[src/hdl/tet_pkg.sv]
// ----------------------------------------------------------------------------
// Touch event tracker package
// Shared widths, register indexes and event codes for the touch tracker.
// ----------------------------------------------------------------------------
package tet_pkg;

  // Calibration and screen size registers are all this wide.
  localparam int unsigned CFG_W    = 12;
  // Move threshold register width; also the width of the write data.
  localparam int unsigned THR_W    = 25;
  localparam int unsigned CFG_IDX_W = 3;
  // Scale factor is kept to this many bits after the division.
  localparam int unsigned FACTOR_W = 16;
  localparam int unsigned SCREEN_W = 18;
  localparam int unsigned KIND_W   = 2;

  // Register indexes on the configuration port.
  localparam logic [CFG_IDX_W-1:0] REG_CAL_MIN_X  = 3'd0;
  localparam logic [CFG_IDX_W-1:0] REG_CAL_MIN_Y  = 3'd1;
  localparam logic [CFG_IDX_W-1:0] REG_CAL_MAX_X  = 3'd2;
  localparam logic [CFG_IDX_W-1:0] REG_CAL_MAX_Y  = 3'd3;
  localparam logic [CFG_IDX_W-1:0] REG_SCREEN_W   = 3'd4;
  localparam logic [CFG_IDX_W-1:0] REG_SCREEN_H   = 3'd5;
  localparam logic [CFG_IDX_W-1:0] REG_MOVE_THR   = 3'd6;

  // Register values after reset.
  localparam logic [CFG_W-1:0] RST_CAL_MIN_X = 12'd620;
  localparam logic [CFG_W-1:0] RST_CAL_MIN_Y = 12'd490;
  localparam logic [CFG_W-1:0] RST_CAL_MAX_X = 12'd2900;
  localparam logic [CFG_W-1:0] RST_CAL_MAX_Y = 12'd3130;
  localparam logic [CFG_W-1:0] RST_SCREEN_W  = 12'd176;
  localparam logic [CFG_W-1:0] RST_SCREEN_H  = 12'd220;
  localparam logic [THR_W-1:0] RST_MOVE_THR  = 25'd2304;

  // Event codes carried on the result channel.
  typedef enum logic [KIND_W-1:0] {
    KIND_BEGIN = 2'd0,
    KIND_MOVE  = 2'd1,
    KIND_END   = 2'd2
  } kind_e;

endpackage

[src/hdl/tet_div.sv]
// ----------------------------------------------------------------------------
// Touch tracker scale divider
// Restoring divider, one quotient bit per cycle; keeps the low quotient bits.
// ----------------------------------------------------------------------------
module tet_div #(
  parameter int unsigned DVD_W = 22
) (
  input  logic                          clk_i,
  input  logic                          rst_ni,
  input  logic                          start_i,
  input  logic [DVD_W-1:0]              dividend_i,
  input  logic [tet_pkg::CFG_W-1:0]     divisor_i,
  output logic                          done_o,
  output logic [tet_pkg::FACTOR_W-1:0]  quot_o
);
  import tet_pkg::*;

  localparam int unsigned CNT_W = $clog2(DVD_W + 1);

  logic             busy_q;
  logic             done_q;
  logic [CNT_W-1:0] cnt_q;
  logic [DVD_W-1:0] dvd_q;
  logic [CFG_W-1:0] rem_q;
  logic [FACTOR_W-1:0] quot_q;

  logic [CFG_W:0]   trial;
  logic             fits;
  logic [CFG_W:0]   diff;

  // Bring down the next dividend bit and try one subtraction.
  always_comb begin
    trial = {rem_q, dvd_q[DVD_W-1]};
    fits  = (trial >= {1'b0, divisor_i});
    diff  = trial - {1'b0, divisor_i};
  end

  // Sequencer and datapath registers of the divider.
  always_ff @(posedge clk_i or negedge rst_ni) begin
    if (!rst_ni) begin
      busy_q <= 1'b0;
      done_q <= 1'b0;
      cnt_q  <= '0;
    end else begin
      done_q <= 1'b0;
      if (start_i && !busy_q) begin
        busy_q <= 1'b1;
        cnt_q  <= CNT_W'(DVD_W);
      end else if (busy_q) begin
        cnt_q <= cnt_q - CNT_W'(1);
        if (cnt_q == CNT_W'(1)) begin
          busy_q <= 1'b0;
          done_q <= 1'b1;
        end
      end
    end
  end

  always_ff @(posedge clk_i) begin
    if (start_i && !busy_q) begin
      dvd_q  <= dividend_i;
      rem_q  <= '0;
      quot_q <= '0;
    end else if (busy_q) begin
      dvd_q  <= {dvd_q[DVD_W-2:0], 1'b0};
      rem_q  <= fits ? diff[CFG_W-1:0] : trial[CFG_W-1:0];
      quot_q <= {quot_q[FACTOR_W-2:0], fits};
    end
  end

  assign done_o = done_q;
  assign quot_o = quot_q;

endmodule

[src/hdl/touch_event_tracker.sv]
// ----------------------------------------------------------------------------
// Touch event tracker
// Turns averaged touch-panel samples into begin, move and end events with
// raw and screen coordinates.
// ----------------------------------------------------------------------------
//  Channel   Direction  Handshake                 Beat contents
//  sample    in         in_valid_i / in_ready_o   sample_x_i, sample_y_i
//  event     out        out_valid_o / out_ready_i event_kind_o, event_x_o,
//                                                 event_y_o, screen_x_o, screen_y_o
//  config    in         cfg_we_i                  cfg_idx_i, cfg_data_i
//
//  A sample that gives no event is only classified; a small move also squares
//  both distances and compares their sum. An event runs the bit-serial divider,
//  once per axis for the scale factor, and a multiply for each screen coordinate.
//  One shared multiplier forms both squared distances and both screen products.
//  The event register frees the input side; a stalled event holds back the next
//  event and the input. Reset restores the calibration defaults and ends any touch.
// ----------------------------------------------------------------------------
module touch_event_tracker #(
  parameter int unsigned SAMPLE_BITS = 12,
  parameter int unsigned SCALE_SHIFT = 10
) (
  input  logic                            clk_i,
  input  logic                            rst_ni,
  // Configuration writes
  input  logic                            cfg_we_i,
  input  logic [tet_pkg::CFG_IDX_W-1:0]   cfg_idx_i,
  input  logic [tet_pkg::THR_W-1:0]       cfg_data_i,
  // Sample input
  input  logic                            in_valid_i,
  output logic                            in_ready_o,
  input  logic [SAMPLE_BITS-1:0]          sample_x_i,
  input  logic [SAMPLE_BITS-1:0]          sample_y_i,
  // Event output
  output logic                            out_valid_o,
  input  logic                            out_ready_i,
  output logic [tet_pkg::KIND_W-1:0]      event_kind_o,
  output logic [SAMPLE_BITS-1:0]          event_x_o,
  output logic [SAMPLE_BITS-1:0]          event_y_o,
  output logic [tet_pkg::SCREEN_W-1:0]    screen_x_o,
  output logic [tet_pkg::SCREEN_W-1:0]    screen_y_o
);
  import tet_pkg::*;

  // Compare width for samples against calibration values.
  localparam int unsigned CMP_W = (SAMPLE_BITS > CFG_W) ? SAMPLE_BITS : CFG_W;
  // Product bits needed for the screen coordinate after the shift.
  localparam int unsigned PRD_W = SCALE_SHIFT + SCREEN_W;
  localparam int unsigned SQ_W  = 2 * SAMPLE_BITS;
  localparam int unsigned MUL_W = (PRD_W > SQ_W) ? PRD_W : SQ_W;
  localparam int unsigned FULL_W = MUL_W + FACTOR_W;
  localparam int unsigned SUM_W0 = SQ_W + 1;
  localparam int unsigned SUM_W = (SUM_W0 > THR_W) ? SUM_W0 : THR_W;
  localparam int unsigned DVD_W = CFG_W + SCALE_SHIFT;

  typedef enum logic [3:0] {
    ST_IDLE,
    ST_CHECK,
    ST_SQX,
    ST_SQY,
    ST_CMP,
    ST_DIV_X,
    ST_MUL_X,
    ST_DIV_Y,
    ST_MUL_Y,
    ST_OUT
  } state_e;

  // Configuration registers
  logic [CFG_W-1:0] cal_min_x_q, cal_min_y_q, cal_max_x_q, cal_max_y_q;
  logic [CFG_W-1:0] scr_w_q, scr_h_q;
  logic [THR_W-1:0] move_thr_q;

  // Sequencer state and working registers
  state_e               state_q;
  logic                 active_q;
  logic                 div_start_q;
  logic [SAMPLE_BITS-1:0] smp_x_q, smp_y_q;
  logic [SAMPLE_BITS-1:0] cur_x_q, cur_y_q, prev_x_q, prev_y_q;
  kind_e                ev_kind_q;
  logic [SAMPLE_BITS-1:0] ev_x_q, ev_y_q;
  logic [MUL_W-1:0]     acc_q, sq_y_q;
  logic [SCREEN_W-1:0]  scr_x_q, scr_y_q;

  // Event output register
  logic                 out_valid_q;
  kind_e                out_kind_q;
  logic [SAMPLE_BITS-1:0] out_x_q, out_y_q;
  logic [SCREEN_W-1:0]  out_sx_q, out_sy_q;

  logic                 below_min;
  logic [SAMPLE_BITS-1:0] dx, dy;
  logic [SUM_W-1:0]     sq_sum;
  logic                 moved;
  logic [MUL_W-1:0]     mul_a;
  logic [FACTOR_W-1:0]  mul_b;
  logic [FULL_W-1:0]    mul_full;
  logic [MUL_W-1:0]     mul_res;
  logic [PRD_W-1:0]     diff_x, diff_y;
  logic [DVD_W-1:0]     div_dvd;
  logic [CFG_W-1:0]     div_dsr;
  logic                 div_done;
  logic [FACTOR_W-1:0]  div_quot;
  logic [FACTOR_W-1:0]  factor_x, factor_y;
  logic                 out_free;

  // Sample classification and distances to the current position.
  always_comb begin
    below_min = (CMP_W'(smp_x_q) < CMP_W'(cal_min_x_q)) ||
                (CMP_W'(smp_y_q) < CMP_W'(cal_min_y_q));
    dx = (smp_x_q >= cur_x_q) ? (smp_x_q - cur_x_q) : (cur_x_q - smp_x_q);
    dy = (smp_y_q >= cur_y_q) ? (smp_y_q - cur_y_q) : (cur_y_q - smp_y_q);
    sq_sum = SUM_W'(acc_q[SQ_W-1:0]) + SUM_W'(sq_y_q[SQ_W-1:0]);
    moved  = (sq_sum > SUM_W'(move_thr_q));
  end

  // Offsets from the calibration minimum, two's complement modulo the product, and scale factors.
  always_comb begin
    diff_x = PRD_W'(ev_x_q) - PRD_W'(cal_min_x_q);
    diff_y = PRD_W'(ev_y_q) - PRD_W'(cal_min_y_q);
    factor_x = (cal_max_x_q > cal_min_x_q) ? div_quot : '0;
    factor_y = (cal_max_y_q > cal_min_y_q) ? div_quot : '0;
  end

  // Shared multiplier: squared distances, then screen products.
  always_comb begin
    unique case (state_q)
      ST_SQX: begin
        mul_a = MUL_W'(dx);
        mul_b = FACTOR_W'(dx);
      end
      ST_SQY: begin
        mul_a = MUL_W'(dy);
        mul_b = FACTOR_W'(dy);
      end
      ST_MUL_X: begin
        mul_a = MUL_W'(diff_x);
        mul_b = factor_x;
      end
      ST_MUL_Y: begin
        mul_a = MUL_W'(diff_y);
        mul_b = factor_y;
      end
      default: begin
        mul_a = '0;
        mul_b = '0;
      end
    endcase
    mul_full = FULL_W'(mul_a) * FULL_W'(mul_b);
    mul_res  = mul_full[MUL_W-1:0];
  end

  // Divider operands follow the axis being scaled.
  always_comb begin
    if (state_q == ST_DIV_Y) begin
      div_dvd = {scr_h_q, SCALE_SHIFT'(0)};
      div_dsr = cal_max_y_q - cal_min_y_q;
    end else begin
      div_dvd = {scr_w_q, SCALE_SHIFT'(0)};
      div_dsr = cal_max_x_q - cal_min_x_q;
    end
  end

  tet_div #(
    .DVD_W (DVD_W)
  ) u_div (
    .clk_i      (clk_i),
    .rst_ni     (rst_ni),
    .start_i    (div_start_q),
    .dividend_i (div_dvd),
    .divisor_i  (div_dsr),
    .done_o     (div_done),
    .quot_o     (div_quot)
  );

  assign out_free   = !out_valid_q || out_ready_i;
  assign in_ready_o = (state_q == ST_IDLE);

  // Configuration registers.
  always_ff @(posedge clk_i or negedge rst_ni) begin
    if (!rst_ni) begin
      cal_min_x_q <= RST_CAL_MIN_X;
      cal_min_y_q <= RST_CAL_MIN_Y;
      cal_max_x_q <= RST_CAL_MAX_X;
      cal_max_y_q <= RST_CAL_MAX_Y;
      scr_w_q     <= RST_SCREEN_W;
      scr_h_q     <= RST_SCREEN_H;
      move_thr_q  <= RST_MOVE_THR;
    end else if (cfg_we_i) begin
      unique case (cfg_idx_i)
        REG_CAL_MIN_X: cal_min_x_q <= cfg_data_i[CFG_W-1:0];
        REG_CAL_MIN_Y: cal_min_y_q <= cfg_data_i[CFG_W-1:0];
        REG_CAL_MAX_X: cal_max_x_q <= cfg_data_i[CFG_W-1:0];
        REG_CAL_MAX_Y: cal_max_y_q <= cfg_data_i[CFG_W-1:0];
        REG_SCREEN_W:  scr_w_q     <= cfg_data_i[CFG_W-1:0];
        REG_SCREEN_H:  scr_h_q     <= cfg_data_i[CFG_W-1:0];
        REG_MOVE_THR:  move_thr_q  <= cfg_data_i;
        default: ;
      endcase
    end
  end

  // Sequencer, tracking state and event output register.
  always_ff @(posedge clk_i or negedge rst_ni) begin
    if (!rst_ni) begin
      state_q     <= ST_IDLE;
      active_q    <= 1'b0;
      div_start_q <= 1'b0;
      cur_x_q     <= '0;
      cur_y_q     <= '0;
      prev_x_q    <= '0;
      prev_y_q    <= '0;
      out_valid_q <= 1'b0;
    end else begin
      div_start_q <= 1'b0;
      if (out_ready_i) begin
        out_valid_q <= 1'b0;
      end
      unique case (state_q)
        ST_IDLE: begin
          if (in_valid_i) begin
            smp_x_q <= sample_x_i;
            smp_y_q <= sample_y_i;
            state_q <= ST_CHECK;
          end
        end
        ST_CHECK: begin
          if (below_min) begin
            if (active_q) begin
              active_q    <= 1'b0;
              ev_kind_q   <= KIND_END;
              ev_x_q      <= prev_x_q;
              ev_y_q      <= prev_y_q;
              div_start_q <= 1'b1;
              state_q     <= ST_DIV_X;
            end else begin
              state_q <= ST_IDLE;
            end
          end else if (!active_q) begin
            active_q    <= 1'b1;
            cur_x_q     <= smp_x_q;
            cur_y_q     <= smp_y_q;
            prev_x_q    <= smp_x_q;
            prev_y_q    <= smp_y_q;
            ev_kind_q   <= KIND_BEGIN;
            ev_x_q      <= smp_x_q;
            ev_y_q      <= smp_y_q;
            div_start_q <= 1'b1;
            state_q     <= ST_DIV_X;
          end else begin
            state_q <= ST_SQX;
          end
        end
        ST_SQX: begin
          acc_q   <= mul_res;
          state_q <= ST_SQY;
        end
        ST_SQY: begin
          sq_y_q  <= mul_res;
          state_q <= ST_CMP;
        end
        ST_CMP: begin
          if (moved) begin
            prev_x_q    <= cur_x_q;
            prev_y_q    <= cur_y_q;
            cur_x_q     <= smp_x_q;
            cur_y_q     <= smp_y_q;
            ev_kind_q   <= KIND_MOVE;
            ev_x_q      <= cur_x_q;
            ev_y_q      <= cur_y_q;
            div_start_q <= 1'b1;
            state_q     <= ST_DIV_X;
          end else begin
            state_q <= ST_IDLE;
          end
        end
        ST_DIV_X: begin
          if (div_done) begin
            state_q <= ST_MUL_X;
          end
        end
        ST_MUL_X: begin
          scr_x_q     <= mul_res[PRD_W-1:SCALE_SHIFT];
          div_start_q <= 1'b1;
          state_q     <= ST_DIV_Y;
        end
        ST_DIV_Y: begin
          if (div_done) begin
            state_q <= ST_MUL_Y;
          end
        end
        ST_MUL_Y: begin
          scr_y_q <= mul_res[PRD_W-1:SCALE_SHIFT];
          state_q <= ST_OUT;
        end
        ST_OUT: begin
          // Hand the event over once the output register is free.
          if (out_free) begin
            out_valid_q <= 1'b1;
            out_kind_q  <= ev_kind_q;
            out_x_q     <= ev_x_q;
            out_y_q     <= ev_y_q;
            out_sx_q    <= scr_x_q;
            out_sy_q    <= scr_y_q;
            state_q     <= ST_IDLE;
          end
        end
        default: state_q <= ST_IDLE;
      endcase
    end
  end

  assign out_valid_o  = out_valid_q;
  assign event_kind_o = out_kind_q;
  assign event_x_o    = out_x_q;
  assign event_y_o    = out_y_q;
  assign screen_x_o   = out_sx_q;
  assign screen_y_o   = out_sy_q;

endmodule
[config.mk]
export PLATFORM = sky130hd
export DESIGN_NAME = touch_event_tracker
export DESIGN_NICKNAME = d
export VERILOG_FILES = /design/src/hdl/tet_pkg.sv /design/src/hdl/tet_div.sv /design/src/hdl/touch_event_tracker.sv
export SDC_FILE = /design/constraint.sdc
export NUM_CORES = 1
export LEC_CHECK = 0
export ABC_AREA = 0
export BUFFER_PORTS_ARGS = -buffer_cell sky130_fd_sc_hd__buf_4
export CAP_MARGIN = 20
export CORE_MARGIN = 2
export CORE_UTILIZATION = 35
export CTS_BUF_LIST = sky130_fd_sc_hd__clkbuf_16
export CTS_CLUSTER_DIAMETER = 30
export DETAILED_ROUTE_END_ITERATION = 6
export MAX_ROUTING_LAYER = met4
export PLACE_DENSITY = 0.58
export SETUP_SLACK_MARGIN = 0.3
export SYNTH_ARGS = -nofsm -noshare
export SYNTH_HDL_FRONTEND = slang
export SYNTH_SLANG_ARGS = --single-unit
[constraint.sdc]
create_clock -name clk_i -period 18.3 [get_ports clk_i]
set_input_delay 1.83 -clock clk_i [delete_from_list [all_inputs] [get_ports clk_i]]
set_output_delay 1.83 -clock clk_i [all_outputs]
set_load 0.005 [all_outputs]
# Word level (Yosys, flattened, before mapping)
# Cells that the tools add are included.
[word_totals]
reg_bits = 405
input_bits = 57
elab_cells = 165
[op_classes]
reduce_logical = 25
n_mux = 60
mul = 1
magnitude_cmp = 8
n_addsub = 11
eq_ne = 25
[op_table]
columns = ["cell", "n"]
rows = [
  ["12-bit two-way mux", 16],
  ["12-bit one-hot mux with 2 select lines", 6],
  ["28-bit one-hot mux with 4 select lines", 1],
  ["12-bit subtractor", 7],
  ["22-bit two-way mux", 3],
  ["16-bit one-hot mux with 4 select lines", 1],
  ["4-bit one-hot mux with 10 select lines", 1],
  ["16-bit two-way mux", 2],
  ["28-bit by 16-bit multiplier with 28-bit output", 1],
  ["12-bit by 12-bit subtractor with 13-bit output", 2],
  ["24-bit by 24-bit adder with 25-bit output", 1],
  ["25-bit greater-than comparator", 1],
  ["12-bit >= comparator", 2],
  ["12-bit greater-than comparator", 2],
  ["12-bit < comparator", 2],
  ["2-bit AND reduction", 11],
  ["4-bit two-way mux", 5],
  ["4-bit by 3-bit == test with 1-bit output, second input constant", 4],
  ["1-bit two-way mux", 14],
  ["13-bit by 12-bit >= comparator with 1-bit output", 1],
  ["5-bit two-way mux", 2],
  ["2-bit inequality test, second input constant", 5],
  ["3-bit == test, second input constant", 3],
  ["3-bit two-way mux", 3],
  ["other kinds (21)", 34],
]

# Logic depth before layout (Yosys ltp)
# Gate-level depths: netlist of run 1.
[logic_depth]
depth_word = 4
ltp_mapped = 38

# By module
# Synthesis of run 1 repeated with hierarchy kept, for this count alone.
[unflattened]
hier_cells = 2935
area_unflattened_um2 = 30910.9
[modules_own_cells]
columns = ["module", "cells_each", "area_each_um2", "seq_area_each_um2", "n_inst"]
rows = [
  ["touch_event_tracker", 2634, 27926.8, 9730.6, 1],
  ["tet_div", 301, 2984.1, 1396.3, 1],
]

# Worst setup path after synthesis of run 1
# No wires, ideal clock.
[synth_timing]
kind = "register -> register"
startpoint = "register cal_min_y_q[1]"
endpoint = "register scr_x_q[17], data pin"
path_slack_ns = 9.152
required_ns = 18.029
setup_time_ns = 0.271
stages_incl_launch_ff = 35
arrival_ns = 8.877
path_cell_list = "dfstp_2 inv_1 fa_1 a21o_1 a21oi_2 nor2_1 a2111oi_1 o21ai_0 a22o_1 buf_2 a222oi_1 buf_2 nor2_1 fa_1 inv_1 fa_1 inv_1 fa_1 inv_1 fa_1 inv_1 fa_1 inv_1 fa_1 inv_1 ha_1 and3_1 o21ai_0 o21ai_0 o41ai_1 a211oi_1 o21a_1 o21ai_0 a31oi_1 xnor3_1"
[synth_via]
elab_chain_cells = 4
word_cells_on_any_way = 6
classes_between = "add/sub (1); mul (1); order compare (1); mux (3)"
[synth_rtl]
columns = ["item", "line", "source"]
rows = [
  ["from (decl)", "touch_event_tracker.sv:70", "logic [CFG_W-1:0] cal_min_x_q, cal_min_y_q, cal_max_x_q, cal_max_y_q;"],
  ["from (signal assigned)", "touch_event_tracker.sv:192", "REG_CAL_MIN_Y: cal_min_y_q <= cfg_data_i[CFG_W-1:0];"],
  ["12-bit greater-than comparator", "touch_event_tracker.sv:122", "factor_y = (cal_max_y_q > cal_min_y_q) ? div_quot : '0;"],
  ["16-bit two-way mux", "touch_event_tracker.sv:122", ""],
  ["16-bit one-hot mux with 4 select lines", "touch_event_tracker.sv:127", "unique case (state_q)"],
  ["28-bit by 16-bit multiplier with 28-bit output *", "touch_event_tracker.sv:149", "mul_full = FULL_W'(mul_a) * FULL_W'(mul_b);"],
  ["via mul_full[27]", "touch_event_tracker.sv:97", "logic [FULL_W-1:0] mul_full;"],
  ["to (signal assigned)", "touch_event_tracker.sv:283", "scr_x_q <= mul_res[PRD_W-1:SCALE_SHIFT];"],
  ["to (decl)", "touch_event_tracker.sv:83", "logic [SCREEN_W-1:0] scr_x_q, scr_y_q;"],
]
# The timed path passes the listed nets; every way through them passes the cells marked *.
# A chain may end at the register's enable or synchronous reset.

# Final worst setup path of run 1
[layout_timing]
startpoint = "register cal_min_y_q[1]"
endpoint = "register scr_y_q[17], data pin"
[layout_via]
elab_chain_cells = 4
word_cells_on_any_way = 6
classes_between = "add/sub (1); mul (1); order compare (1); mux (3)"
[layout_rtl]
columns = ["item", "line", "source"]
rows = [
  ["12-bit greater-than comparator", "touch_event_tracker.sv:122", ""],
  ["16-bit two-way mux", "touch_event_tracker.sv:122", ""],
  ["16-bit one-hot mux with 4 select lines", "touch_event_tracker.sv:127", ""],
  ["28-bit by 16-bit multiplier with 28-bit output *", "touch_event_tracker.sv:149", ""],
  ["via mul_full[27]", "touch_event_tracker.sv:97", ""],
  ["to (signal assigned)", "touch_event_tracker.sv:293", "scr_y_q <= mul_res[PRD_W-1:SCALE_SHIFT];"],
  ["to (decl)", "touch_event_tracker.sv:83", ""],
]
# Marks and branches as above.

==> results.md, run 1 <==
- Post-synth cell types: 78
- Area share of the leading cell type in the synthesized netlist: 0.210
- Worst stage delay on the critical path: 1.00 ns
- Area of the multi-input gates: 17100 µm²
- Final Cycle Share: 0.561
- FFs w/ async S/R, synth: 0.403
- Most frequent cells in the layout: 417 x inv_1, 242 x ha_1, 224 x fa_1
- EDFF count, synth: 208
- Ys flop type: edfxtp_1
- Slew Limit Headroom: 0.277
- Layout cell share with drive strength beyond 1: 0.164
- Clock share of power: 0.335
- Part of the power in combinational logic: 0.403
- Flops & latches, synth: 395
- Min Tclk post-route: 10.26 ns
- Critical path type: flop to flop
- Site Rows: 106
- Routed length per instance: 18.1 µm
- Max clock buf depth: 3
- Final setup TNS: 0 ns
- Area growth, synth to finish: 18.9%
- Number of cells upsized or downsized after cts: 0
- Final-layout worst hold slack: 0.403 ns
- Final hold violations: 0
- Part of the Yosys area used for sequential elements: 0.364
- Mapped Cells: 2863
- Pwr Total: 5.07 mW
- Mapped cell area: 29800 µm²
- CP Max Fanout: 22
- Hold-fix buffers, CTS: 0
- Vias: 21017
- WL final: 77000 µm
- Commonest non-fill, non-tap cell in the layout: inv_1
- Min-Delay Path Class: flop to flop
- Starting DRT DRC Count: 1487
- Worst-path clk slew: 0.05 ns
- CP endpoint kind: flop
- Fmax: 97.5 MHz
- Max cap viols: 0
- PD cells: 143 nW/µm²
- P_sw: 1.93 mW
- Postcts setup bufs: 0
- GRT Total Usage: 0.187
- First-pass GRT wire length: 123000 µm
- Final setup fails: 0
- Antenna Nets Post-Route: 0
- Slowest CP cell: a221oi_2
- Worst-Margin Slew: 1.08 ns
- N_diodes: 0
- Unrepaired setup endpoints after global routing: no
- Vias per std cell: 4.95
- Critical Path Source Type: flop
- Crit-path most repeated cell: fa_1
- Die Span X: 296 µm
- Syn nets: 3386
- Synth warnings: 0
- CTS Sinks: 395
- Worst vdd ir: 0.0000881 V
- Worst-Skew Late Latency: 0.68 ns
- Area leader, netlist: edfxtp_1
- Starting Density: 0.354
- Cells after DPL: 4057
- # port buffers: 120
- CTS tree: done
- Initial antenna violation count: 4
- Layout Skew: 0.0914 ns
- TritonCTS Buffers: 98
- GPL Wtd Cong: 0.916
- Die Y: 296 µm
- Synth area leaders: edfxtp_1 21%, fa_1 15%, dfrtp_1 11%, ha_1 10%, inv_1 5.1%
- CORE AREA: 84000 µm²
- Slew Limit Fails: 0
- Root buffer cell: clkbuf_16
- Pre-antenna DRT Iters: 7
- Largest net degree at the start of global routing: 71
- Register area: 10800 µm²
- Syn_area_per_cell: 10.4 µm²
- Final Net Count: 3549
- Grt total ovfl: 0
- Cell internal pwr: 3.14 mW
- Worst path required time: 18.63 ns
- Outcome: complete, no violations
- Seq pwr share: 0.262
- Fill cell count: 8103
- Hpwl dp: 57800 µm
- Vias in the first global route: 21699
- Switching Fraction: 0.380
- Remaining DRCs: 0
- Final non-filler cell total: 4246
- Io pins: 121
- Leakage power: 15.9 nW
- Die area: 87400 µm²
- Worst Path Arrival: 10.59 ns
- Htree depth: 3
==> Yosys cell counts (all sizes together) (7+ instances only) <==
| cell | count |
|---|---|
| a211oi | 22 |
| a21boi | 7 |
| a21o | 47 |
| a21oi | 122 |
| a221oi | 8 |
| a31oi | 7 |
| and2 | 8 |
| and3 | 15 |
| buf | 35 |
| clkbuf | 61 |
| dfrtp | 126 |
| dfstp | 33 |
| dfxtp | 28 |
| edfxtp | 208 |
| fa | 224 |
| ha | 242 |
| inv | 402 |
| mux2 | 103 |
| mux2i | 79 |
| nand2 | 190 |
| nand2b | 75 |
| nand3 | 31 |
| nand4 | 20 |
| nor2 | 204 |
| nor2b | 28 |
| nor3 | 35 |
| o211ai | 21 |
| o21a | 22 |
| o21ai | 188 |
| o21bai | 16 |
| o22ai | 12 |
| o31ai | 7 |
| or2 | 39 |
| or3 | 15 |
| xnor2 | 76 |
| xor2 | 31 |
==> per-stage QoR <==
stage                     setup WS [ns]  utilization  cell area [µm²]
final                              8.04        0.421            35400
after global routing               7.35        0.421            35400
after CTS                          8.05        0.421            35300
after detailed placement           8.12        0.381            32000
after global placement             8.20        0.381            32000
after floorplan                    9.15            -            29800
==> flip-flops by register name (all words and copies together) (netlist names), 16 cells and up <==
| name | count |
|---|---|
| acc_q | 24 |
| move_thr_q | 25 |
| scr_x_q | 18 |
| scr_y_q | 18 |
| screen_x_o | 18 |
| screen_y_o | 18 |
| sq_y_q | 24 |
| u_div.quot_o | 16 |
==> critical path: cells and delay by family (launching register included) <==
kind	cells	cell delay, ns
AOI/OAI and AO/OA	13	4.26
and+or+nand+nor	3	0.57
buffers and inverters	7	0.55
adders and majority gates	8	3.77
xor gates and xnor gates	1	0.23
DFF	1	0.54
==> metal layers <==
layer,vias up,share of wire,track usage
met3,146,0.049,0.0283
li1,10074,-,-
met4,0,0.035,0.0681
met5,-,0,-
met1,10284,0.46,0.250
met2,513,0.46,0.289
==> power groups by stage <==
stage	logic, mW	registers (mW)	clock network, mW
2_1_floorplan	1.53	1.28	0
3_3_place_gp	2.01	1.34	0
3_5_place_dp	2.03	1.34	0
4_1_cts	2.04	1.33	1.73
5_1_grt	2.29	1.35	1.78
6_report	2.04	1.33	1.70
==> final timing paths <==
kind / from / slack [ns] / to / depth (start not counted)
max: cal_min_y_q[1] / 8.04 / scr_y_q[17] / 32
min: scr_y_q[5] / 0.40 / screen_y_o[5] / 0
max reg2reg: cal_min_y_q[1] / 8.04 / scr_y_q[17] / 32
min reg2reg: scr_y_q[5] / 0.40 / screen_y_o[5] / 0
max in group asynchronous: rst_ni / 15.75 / move_thr_q[19] / 3
min in group asynchronous: rst_ni / 1.01 / cur_y_q[7] / 1
==> kinds of logic after synthesis <==
family / share of synthesized area
AOI/OAI and AO/OA: 0.113
xor gates and xnor gates: 0.0322
adders and majority gates: 0.252
buffers and inverters: 0.0647
DFF: 0.364
muxes: 0.0657
and+or+nand+nor: 0.108
==> cell type report <==
cell class	count	area share
flip-flops and latches	395	0.306
inverters	402	0.0427
multi-input cells	1970	0.483
repair buffers	159	0.0340
well taps	1134	0.0401
clock inverters	88	0.0252
clock buffers	98	0.0693
(Power assumes the default switching activity.)
==> run 2, diff against run 1 <==
Clock period 18.3 ns to 10.65 ns, I/O delays scaled along.
==> run 2 against run 1 <==
  * Final cell count about the same
  * Sequential share of layout area down 0.096 points
  * Total power is 74% higher
  * Highest routed layer unchanged
  * Clock skew down 0.036 ns
  * Critical path depth is 4 higher
  * Die area stayed put
  * Largest cell class unchanged
==> results.md, run 2 (synthesis results as in run 1) <==
- Outcome: complete, no violations
- Register area: 10800 µm² (unchanged)
- Vias per std cell: 4.97 (+0.41%)
- WL final: 77300 µm (+0.37%)
- Top Registers: move_thr_q: 25 flops, acc_q: 24 flops, sq_y_q: 24 flops
- Finished layout cell area: 35500 µm² (+0.31%)
- GRT Total Usage: 0.188 (+0.00114)
- Final hold violations: 0 (unchanged)
- TritonCTS Buffers: 96 (-2.0%)
- Routed length on met1: 35600 µm (+0.43%)
- Htree depth: 3 (unchanged)
- # port buffers: 120 (unchanged)
- CP endpoint kind: flop
- Cell family with most CP delay: adder cells
- Crit path buf inv count: 9 (+2)
- GPL Wtd Cong: 0.914 (-0.14%)
- Most frequent cells in the layout: 411 x inv_1, 242 x ha_1, 224 x fa_1
- Site Rows: 106 (unchanged)
- Worst-Margin Slew: 1.07 ns (-0.0126 ns)
- Crit-path most repeated cell: inv_1
- Commonest non-fill, non-tap cell in the layout: inv_1
- Leakage power: 15.9 nW (+0.26%)
- Largest net degree at the start of global routing: 57 (-20%)
- Worst-Skew Late Latency: 0.67 ns (about the same)
- Met2 wire len: 35500 µm (+1.2%)
- Vias: 21099 (+0.39%)
- N_diodes: 0 (unchanged)
- PD cells: 249 nW/µm² (+74%)
- Slew Limit Fails: 0 (unchanged)
- Worst-path clk slew: 0.05 ns (about the same)
- Root buffer cell: clkbuf_16
- Fill cell count: 8076 (-0.33%)
- Final-layout worst hold slack: 0.268 ns (-0.135 ns)
- Starting Density: 0.354 (unchanged)
- CP Max Fanout: 9 (-59%)
- Starting DRT DRC Count: 1331 (-10%)
- Slew Limit Headroom: 0.284 (+0.00773)
- Min-Delay Path Class: input port to async pin
- Routed length per instance: 18.2 µm (+0.39%)
- DR WL met3: 3900 µm (+3.4%)
- Min Tclk post-route: 9.79 ns (-0.469 ns)
- Critical path type: flop to flop
- Worst vdd ir: 0.000133 V (+50%)
- Worst Path Arrival: 10.14 ns (-0.45 ns)
- Unrepaired setup endpoints after global routing: no
- Area of the multi-input gates: 17100 µm² (+0.17%)
- Layout Skew: 0.0550 ns (-0.0364 ns)
- Highest metal used: met4
- Hold-fix buffers, CTS: 0 (unchanged)
- CTS Sinks: 395 (unchanged)
- Setup ws final: 0.862 ns (-7.18 ns)
- Largest register FFs: 25 (unchanged)
- Max clock buf depth: 3 (unchanged)
- Worst stage delay on the critical path: 0.56 ns (-0.44 ns)
- Max cap viols: 0 (unchanged)
- Area growth, synth to finish: 19.2%
- Pwr Total: 8.84 mW (+74%)
- Final setup TNS: 0 ns (unchanged)
- Postcts setup bufs: 0 (unchanged)
- Critical Path Source Type: flop
- Initial antenna violation count: 2 (-2)
- Io pins: 121 (unchanged)
- First-pass GRT wire length: 124000 µm (+0.76%)
- Worst path required time: 11.00 ns (-7.63 ns)
- Die Y: 296 µm (unchanged)
- Antenna Nets Post-Route: 0 (unchanged)
- Hpwl dp: 58800 µm (+1.8%)
- Fmax: 102 MHz (+4.8%)
- Vias in the first global route: 21882 (+0.84%)
- Placed Instance Area: 32000 µm² (+0.15%)
- Slowest CP cell: fa_1
- CTS tree: done
- Layout cell share with drive strength beyond 1: 0.170 (+0.00584)
- Pre-CTS setup slack: 0.637 ns (-7.48 ns)
- Final Net Count: 3551 (+0.056%)
- Grt total ovfl: 0 (unchanged)
- Remaining DRCs: 0 (unchanged)
- Final Cycle Share: 0.919 (+0.359)
- Final setup fails: 0 (unchanged)
- Worst R2R Setup Slack: 0.86 ns (-7.18 ns)
- Die Span X: 296 µm (unchanged)
- Top reg by flops: move_thr_q
- Pre-antenna DRT Iters: 5 (-2)
- CORE AREA: 84000 µm² (unchanged)
- Die area: 87400 µm² (unchanged)
run 2: changes by cell type in the layout (fill, tap and decap cells not counted), moves of 2 or more:
cell / change
a2111oi_1: -2
a2111oi_2: +2
buf_4: +3
bufinv_16: +4
clkbuf_16: -2
clkinv_1: -10
clkinv_16: -2
clkinv_2: +3
clkinv_4: +2
inv_1: -6
inv_6: +5
run 2: worst paths after layout:
kind,start,to,cells after the start
max,smp_y_q[0],scr_x_q[17],36
min,rst_ni,cal_max_x_q[3],1
max reg2reg,smp_y_q[0],scr_x_q[17],36
min reg2reg,scr_x_q[11],screen_x_o[11],0
max in group asynchronous,rst_ni,move_thr_q[20],3
min in group clk_i,scr_x_q[11],screen_x_o[11],0
run 2: worst reg2reg max path: cells and delay by family (launching register included):
kind                     cells  cell delay [ns]
adder cells (fa/ha/maj)      9             4.05
AO/OA/AOI/OAI               12             2.62
AND/OR/NAND/NOR              3             0.88
buffers and inverters        9             0.72
XOR/XNOR                     2             0.52
flip-flops                   1             0.43
multiplexers                 1             0.27
run 2: where the power goes:
part,switching [mW],internal [mW]
sequential,0.253,2.04
clock,0.996,2.01
combinational,2.11,1.43
total,3.35,5.48
run 2: stage by stage:
stage / util / cells
5_1_grt: 0.423 / 4245
3_5_place_dp: 0.382 / 4063
4_1_cts: 0.422 / 4244
3_3_place_gp: 0.382 / 4062
2_1_floorplan: - / 2863
6_report: 0.423 / 4245
run 2: repair_timing:
item | CTS | global route
endpoints found under the hold margin | 0 | 0
endpoints found under the setup margin | 0 | 22
gates resized for setup | 0 | 6
run 2: layout make-up:
| class | instances | share of cell area |
|---|---|---|
| Multi-Input combinational cell | 1970 | 0.482 |
| Sequential cell | 395 | 0.305 |
| Clock buffer | 96 | 0.0677 |
| Inverter | 402 | 0.0425 |
| Tap cell | 1134 | 0.0400 |
| Timing Repair Buffer | 163 | 0.0349 |
| Clock inverter | 85 | 0.0278 |
run 2: per-layer routing:
layer / track usage / vias up
li1: - / 10071
met1: 0.249 / 10379
met2: 0.296 / 495
met3: 0.0296 / 154
met4: 0.0623 / 0
met5: - / -
